$ cat src/sv/chat_pkg.sv
// Package for the chained hash accumulate table: sizes, action codes,
// controller states and the controller/datapath command and status structs.
// No dependencies.
package chat_pkg;

  localparam int unsigned BUCKETS_DEF = 1021;
  localparam int unsigned ENTRIES_DEF = 4096;

  typedef enum logic [1:0] {
    ACT_CLEAR  = 2'd0,
    ACT_INSERT = 2'd1,
    ACT_FIND   = 2'd2,
    ACT_NONE   = 2'd3
  } action_t;

  typedef enum logic [3:0] {
    ST_INIT,
    ST_IDLE,
    ST_HASH,
    ST_HEAD,
    ST_HEAD_WAIT,
    ST_READ,
    ST_CHECK,
    ST_CLEAR,
    ST_UPDATE,
    ST_DONE
  } state_t;

  // Controller to datapath commands
  typedef struct packed {
    logic load;       // capture input word
    logic hash_step;  // one step of the key reduction
    logic head_rd;    // read bucket head
    logic ent_rd;     // read entry at current position
    logic advance;    // follow chain link
    logic clr_step;   // clear one bucket
    logic clr_start;  // start clear sweep
    logic do_update;  // write hit sum or new entry
    logic set_result; // latch result word
  } cmd_t;

  // Datapath to controller status
  typedef struct packed {
    action_t act;
    logic    hash_done;
    logic    clr_done;
    logic    walk_ok;    // current position is valid and within bounds
    logic    key_match;
  } stat_t;

endpackage

$ cat src/sv/chat_ctrl.sv
// Controller state machine for the chained hash table.
// Depends on chat_pkg.
module chat_ctrl (
  input  logic             clk,
  input  logic             rst,
  input  logic             in_valid,
  output logic             in_ready,
  output logic             out_valid,
  input  logic             out_ready,
  input  chat_pkg::stat_t  stat,
  output chat_pkg::cmd_t   cmd
);

  chat_pkg::state_t state, state_next;

  // Hold state; start with a sweep of the bucket valid bits
  always_ff @(posedge clk) begin
    if (rst) state <= chat_pkg::ST_INIT;
    else     state <= state_next;
  end

  // Next state
  always_comb begin
    state_next = state;
    unique case (state)
      chat_pkg::ST_INIT: if (stat.clr_done) state_next = chat_pkg::ST_IDLE;
      chat_pkg::ST_IDLE: if (in_valid) state_next = chat_pkg::ST_HASH;
      chat_pkg::ST_HASH: begin
        if (stat.act == chat_pkg::ACT_CLEAR) state_next = chat_pkg::ST_CLEAR;
        else if (stat.act == chat_pkg::ACT_NONE) state_next = chat_pkg::ST_DONE;
        else if (stat.hash_done) state_next = chat_pkg::ST_HEAD;
      end
      chat_pkg::ST_HEAD:      state_next = chat_pkg::ST_HEAD_WAIT;
      chat_pkg::ST_HEAD_WAIT: state_next = chat_pkg::ST_READ;
      chat_pkg::ST_READ: begin
        if (stat.walk_ok) state_next = chat_pkg::ST_CHECK;
        else              state_next = chat_pkg::ST_UPDATE;
      end
      chat_pkg::ST_CHECK: begin
        if (stat.key_match) state_next = chat_pkg::ST_UPDATE;
        else                state_next = chat_pkg::ST_READ;
      end
      chat_pkg::ST_CLEAR:  if (stat.clr_done) state_next = chat_pkg::ST_DONE;
      chat_pkg::ST_UPDATE: state_next = chat_pkg::ST_DONE;
      chat_pkg::ST_DONE:   if (out_ready) state_next = chat_pkg::ST_IDLE;
      default:             state_next = chat_pkg::ST_IDLE;
    endcase
  end

  // Outputs
  always_comb begin
    cmd       = '0;
    in_ready  = 1'b0;
    out_valid = 1'b0;
    unique case (state)
      chat_pkg::ST_INIT:      cmd.clr_step = 1'b1;
      chat_pkg::ST_IDLE: begin
        in_ready = 1'b1;
        cmd.load = in_valid;
      end
      chat_pkg::ST_HASH: begin
        cmd.hash_step = 1'b1;
        cmd.clr_start = (stat.act == chat_pkg::ACT_CLEAR);
        cmd.set_result = (stat.act == chat_pkg::ACT_NONE);
      end
      chat_pkg::ST_HEAD:      cmd.head_rd = 1'b1;
      chat_pkg::ST_HEAD_WAIT: cmd.ent_rd = 1'b1;
      chat_pkg::ST_READ:      ;
      chat_pkg::ST_CHECK: begin
        cmd.advance = !stat.key_match;
        cmd.ent_rd  = !stat.key_match;
      end
      chat_pkg::ST_CLEAR: begin
        cmd.clr_step   = 1'b1;
        cmd.set_result = stat.clr_done;
      end
      chat_pkg::ST_UPDATE: begin
        cmd.do_update  = 1'b1;
        cmd.set_result = 1'b1;
      end
      chat_pkg::ST_DONE: out_valid = 1'b1;
      default: ;
    endcase
  end

endmodule

$ cat config.mk
export PLATFORM = sky130hd
export DESIGN_NAME = chat_ctrl
export DESIGN_NICKNAME = d
export VERILOG_FILES = /design/src/sv/chat_pkg.sv /design/src/sv/chat_ctrl.sv
export SDC_FILE = /design/constraint.sdc
export NUM_CORES = 1
export LEC_CHECK = 0
export BUFFER_PORTS_ARGS = -buffer_cell sky130_fd_sc_hd__buf_2
export CORE_AREA = 2 2 39 41
export DETAILED_ROUTE_END_ITERATION = 10
export DIE_AREA = 0 0 41 43
export GPL_TIMING_DRIVEN = 0
export PLACE_DENSITY = 0.69
export REMOVE_ABC_BUFFERS = 1
export SETUP_SLACK_MARGIN = 0.05
export SYNTH_ARGS = -nofsm -noshare
export SYNTH_HDL_FRONTEND = slang
export SYNTH_SLANG_ARGS = --single-unit
$ cat constraint.sdc
create_clock -name clk -period 2.3 [get_ports clk]
set_input_delay 0.575 -clock clk [delete_from_list [all_inputs] [get_ports clk]]
set_output_delay 0.575 -clock clk [all_outputs]
set_load 0.1 [all_outputs]
# After elaboration in Yosys (flattened, before gate mapping)
# Cells that the tools add are included.
# word_totals
output_inout_bits,11
inputBits,10
wordCells,42
reg_bits,4
# classes
muxes,21
n_reduce_logical,5
eq_ne,15
# op_table
cell,count
$pmux 4 s10,1
$mux 4,9
$eq 4x3->1 const B,4
$mux 1,9
$eq 4x2->1 const B,2
$eq 4x4->1 const B,2
$ne 2x2->1 const B,4
$reduce_and 5->1,1
$eq 4x1->1 const B,1
$logic_not 4->1,1
$ne 4x4->1 const B,1
$pmux 1 s3,1
$eq 2x2->1 const B,1
$logic_not 2->1,1
$pmux 1 s2,1
$reduce_or 2->1,1
$logic_not 1->1,1

# Logic depth before layout (Yosys ltp)
# Gate-level depths: netlist of run 1.
# logic_depth
word_depth,4
ltp_mapped,5
depth_no_buf,4

# Worst setup path before layout of run 1
# Ideal clock, no wire load.
# synth_timing
kind,register -> output
start,register state[3]
end,output port cmd[2] (netlist name)
arrival_time_ns,4.515
slack_ns,-2.790
n_path_buf,1
required_time_ns,1.725
path_stages_with_launch,4
cell_sequence,dfxtp_1 > buf_6 > nor4b_2 > nor3b_1
# synth_lines
element,line,source
start: declaration,chat_ctrl.sv:14,"chat_pkg::state_t state, state_next;"
start signal: assignment,chat_ctrl.sv:18,if (rst) state <= chat_pkg::ST_INIT;
start signal: assignment,chat_ctrl.sv:19,else state <= state_next;
end: declaration,chat_ctrl.sv:11,output chat_pkg::cmd_t cmd

==> impl_metrics.tcl, run 1 <==
set metrics [dict create \
    status "finished clean" \
    num_rows 14 \
    cap_violations 0 \
    antenna_left 0 \
    drt_wl_total_mm 1.15 \
    htree_levels 1 \
    pwr-share-seq_pct 29.5 \
    setup_violations 0 \
    port_buffers 20 \
    post-synth-top-count-cell "a21oi_1" \
    avgSynthCellArea_um2 7.35 \
    post_cts_buffers 0 \
    grt_remaining_overflow 0 \
    yosysTopAreaCell "dfxtp_1" \
    synth_area_um2 455 \
    slew_headroom_pct 67.6 \
    vdd_drop_max_mv 0.214 \
    drt_iter0_markers 6 \
    top_register "state" \
    seq_area_frac_synth_pct 17.6 \
    p_sw_uw 120 \
    syn_to_final_growth_pct 28.6 \
    core-area_um2 1380 \
    cellInternalPower_uw 165 \
    dp_hpwl_um 878 \
    largestRegisters "state x4" \
    finalClockSkew_ps 1.17 \
    ys_ff_latch 4 \
    grt_pass1_wl_mm 1.88 \
    ctsResizeCount 4 \
    end_kind "primary output" \
    ys_top_cells_by_area "dfxtp_1, a21oi_1, buf_6" \
    viasPerCell 5.25 \
    path_class "flop to primary output" \
    cts_root_buffer "clkbuf_4" \
    layout_min_cycle_time_ps 2160 \
    largest_reg_flops 4 \
    clkPwrFrac_pct 28.8 \
    synthFlopType "dfxtp_1" \
    track_usage_pct 15.4 \
    pin_count 21 \
    finalCritPeriodShare_pct 94.1 \
    fin_util_pct 42.3 \
    clk_pin_slew_worst_paths_ps 30 \
    antenna_found_initial 0 \
    clock-sinks 4 \
    wl_per_cell_um 11.8 \
    synth_top_area_share_pct 17.6 \
    postCtsHoldBufs 0 \
    nNetsFinal 93 \
    cts_tree "done" \
    diodes 0 \
    power_uw 285 \
    crit_fanout 12 \
    num_vias 509 \
    gp_congestion 0.795 \
    crit_path_start_kind "flop" \
    min_path_cells 2 \
    r2r_cells 4 \
    cellPowerDensity_nw_per_um2 487 \
    clock_latency_ps 230 \
    cts_buffers 3 \
    layout-drive-gt1-share_pct 37.0 \
    arrival_ps 1590 \
    rsz0062_at_grt "true" \
    die_x_um 41 \
    dieArea_um2 1760 \
    max_freq_mhz 462 \
    p_leak_nw 0.228 \
    swShare_pct 42.0 \
    fillers 151 \
    synth_cell_type_count 32 \
    synth_cells 62 \
    remaining_drc_errors 0 \
    hp-class "input pin to flop" \
    slew_viol_final 0 \
    first_pass_iters 4 \
    worstPathRequired_ps 1730 \
    synth_common_cells "a21oi_1, dfxtp_1, nand2_1, nor2_1, nor3_1" \
    grt_max_degree 17 \
    async_flop_share_pct 0 \
    synth-edff-count 0 \
    grt_pass1_vias 421 \
    chipHeight_um 43 \
    ys_warn_count 0 \
    start_util_pct 32.9 \
    p_comb_share_pct 41.7 \
    finalHoldViolations 0 \
    clock_path_buffers 2 \
    worstMarginPinSlew_ps 490 \
]
critical path, stage by stage (launching register included):
cell,delay [ps]
dfxtp_1,420
nor4b_2,390
nor3b_1,230
buf_4,320
cells by family (layout without fill, tap and decap cells):
| family | count (synthesis) | count (layout) | synth area share, % |
|---|---|---|---|
| xor gates and xnor gates | 1 | 1 | 1.92 |
| AOI/OAI and AO/OA | 22 | 22 | 34.6 |
| and+or+nand+nor | 26 | 26 | 33.2 |
| muxes | 1 | 1 | 2.20 |
| DFF | 4 | 4 | 17.6 |
| buffers and inverters | 8 | 27 | 10.4 |
metrics by stage:
| step | hold WS (ps) | setup slack, ps | cells | area, µm² | setup TNS, ps |
|---|---|---|---|---|---|
| global placement | 692 | 142 | 94 | 543 | 0 |
| floorplan | 599 | -2860 | 58 | 423 | -12670 |
| finish | 568 | 137 | 97 | 586 | 0 |
| CTS | 559 | 34.1 | 97 | 576 | 0 |
| detailed placement | 693 | 134 | 94 | 543 | 0 |
| global route | 556 | -20.1 | 97 | 586 | -20.1 |
metal layers:
layer  global-route usage [%]  vias to the layer above  part of all wire (%)
met4                     8.00                        0                     0
li1                         -                      275                     -
met3                     3.14                        0                   5.8
met2                     20.6                       19                    48
met5                        0                        -                     0
met1                     22.3                      215                    46
area by class of cell:
type	count	area, µm²	area share (%)
Sequential cell	4	83.8	14.3
Multi-Input combinational cell	50	328	56.0
Tap cell	16	20.0	3.42
Clock buffer	3	22.5	3.85
Inverter	4	15.0	2.56
Timing Repair Buffer	20	116	19.9
power groups by stage:
stage | Sequential (mW) | Combinational, mW | Clock (mW)
after floorplan | 0.0819 | 0.0915 | 0
after global placement | 0.0845 | 0.115 | 0
after detailed placement | 0.0845 | 0.116 | 0
after CTS | 0.0834 | 0.119 | 0.0870
after global routing | 0.0858 | 0.125 | 0.0958
final | 0.0842 | 0.119 | 0.0820
placed cells by master, fill, tap and decap left out, types with 2 or more instances in the layout:
cell,count
buf_2,15
a21oi_1,6
nor3_1,4
nand2_1,4
nor2_1,4
clkbuf_4,4
nand2b_1,3
inv_1,3
a31oi_1,3
nor2b_1,3
buf_4,3
dfxtp_2,3
a211oi_1,2
nand3_1,2
o21bai_1,2
path summary, 6_finish.rpt:
check | startpoint | to | slack (ps)
setup reg to reg | state[2] | state[1] | 950
hold / removal | rst | state[2] | 570
setup / recovery | state[2] | cmd[2] | 140
hold reg to reg | state[3] | state[2] | 590
(Power assumes the default switching activity.)
==> run 2: changes to the inputs <==
- CELL_PAD_IN_SITES_DETAIL_PLACEMENT: not set -> 1
- CELL_PAD_IN_SITES_GLOBAL_PLACEMENT: not set -> 2
- CORE_AREA: 2 2 39 41 -> 2 2 52 44
- DIE_AREA: 0 0 41 43 -> 0 0 54 46
- MAX_ROUTING_LAYER: not set -> met4
- PLACE_DENSITY: 0.69 -> 0.84
==> impl_metrics.tcl, run 2 (same netlist as run 1, synthesis figures left out) <==
set metrics [dict create \
    status "finished clean" \
    cap_violations 0 \
    largest_reg_flops 4 \
    slowest_stage "dfxtp_2" \
    critPathTopFamily "simple AND/OR/NAND/NOR gates" \
    hp-class "input pin to flop" \
    final_common_cell "buf_2" \
    worstHoldStart "rst" \
    grt_max_degree 17 \
    cts_buffers 3 \
    first_pass_iters 3 \
    rr_startpoint "state[0]" \
    antenna_left 0 \
    clock_path_buffers 2 \
    finalCritPeriodShare_pct 91.5 \
    post_cts_buffers 0 \
    num_rows 15 \
    syn_to_final_growth_pct 34.6 \
    wl_per_cell_um 13.3 \
    vdd_drop_max_mv 0.158 \
    fin_util_pct 30.2 \
    crit_path_start_kind "flop" \
    setup_violations 0 \
    rsz0062_at_grt "false" \
    end_kind "primary output" \
    die_x_um 54 \
    layout-drive-gt1-share_pct 38.3 \
    start_util_pct 22.5 \
    path_buf_inv 1 \
    top_register "state" \
    nNetsFinal 93 \
    worstPathRequired_ps 1730 \
    crit_chain "nand2b_1, nor3_1, and2_1, buf_6" \
    arrival_ps 1530 \
    grt_remaining_overflow 0 \
    htree_levels 1 \
    p_leak_nw 0.229 \
    ctsResizeCount 6 \
    layout_min_cycle_time_ps 2110 \
    track_usage_pct 12.8 \
    clock_latency_ps 230 \
    dieArea_um2 2480 \
    gp_congestion 0.857 \
    clock-sinks 4 \
    dp_hpwl_mm 1.09 \
    core-area_um2 2030 \
    grt_pass1_wl_mm 2.21 \
    port_buffers 20 \
    drt_wl_total_mm 1.41 \
    finalHoldViolations 0 \
    cts_tree "done" \
    critPathLaunch "state[0]" \
    antenna_found_initial 0 \
    cts_root_buffer "clkbuf_4" \
    chipHeight_um 46 \
    cellPowerDensity_nw_per_um2 476 \
    path_class "flop to primary output" \
    whs_ps 567 \
    grt_pass1_vias 472 \
    worstMarginPinSlew_ps 487 \
    num_vias 545 \
    design_area_um2 613 \
    postCtsHoldBufs 0 \
    largestRegisters "state x4" \
    clk_pin_slew_worst_paths_ps 40 \
    remaining_drc_errors 0 \
    crit_path_max_incr_delay_ps 510 \
    viasPerCell 5.14 \
    slew_headroom_pct 67.8 \
    finalClockSkew_ps 4.47 \
    crit_fanout 16 \
    max_freq_mhz 475 \
    drt_iter0_markers 10 \
    pin_count 21 \
    dpl_cell_area_um2 554 \
    diodes 0 \
    layout_common_cells "buf_2, a21oi_1, clkbuf_4" \
    slew_viol_final 0 \
]
run 2: changes by cell type in the layout (fill, tap and decap cells not counted), sizes merged:
cell,change
buf,-2
clkbuf,+2
run 2: worst paths after layout:
kind | end | slack (ps) | depth (start not counted)
worst max register to register | state[1] | 910 | 4
worst min-delay path | state[2] | 570 | 2
worst max-delay path | cmd[8] | 190 | 4
worst min register to register | state[2] | 590 | 1
run 2: where the power goes:
part / switching, mW / internal (mW)
Combinational: 0.0865 / 0.0350
Clock: 0.0257 / 0.0581
Sequential: 0.0129 / 0.0735
Total: 0.125 / 0.167
run 2: per-stage QoR:
stage / setup WS (ps) / setup TNS (ps) / total power, mW / instances
finish: 195 / 0 / 0.292 / 106
global route: 69.5 / 0 / 0.316 / 106
CTS: 109 / 0 / 0.294 / 106
detailed placement: 100 / 0 / 0.203 / 103
global placement: 117 / 0 / 0.202 / 103
floorplan: -2860 / -12670 / 0.173 / 58
run 2: metal layers:
metal,up-vias,GRT usage (%),wire (µm)
met5,-,-,0
met1,256,16.6,689
li1,276,-,-
met2,13,18.5,635
met4,0,4.50,0
met3,0,3.95,82
run 2: final cells by class:
class	count	area, µm²
inverter	4	15.0
fill	264	1410
timing repair buffer	20	123
sequential	4	85.1
tap	25	31.3
multi-input combinational	50	337
clock buffer	3	22.5
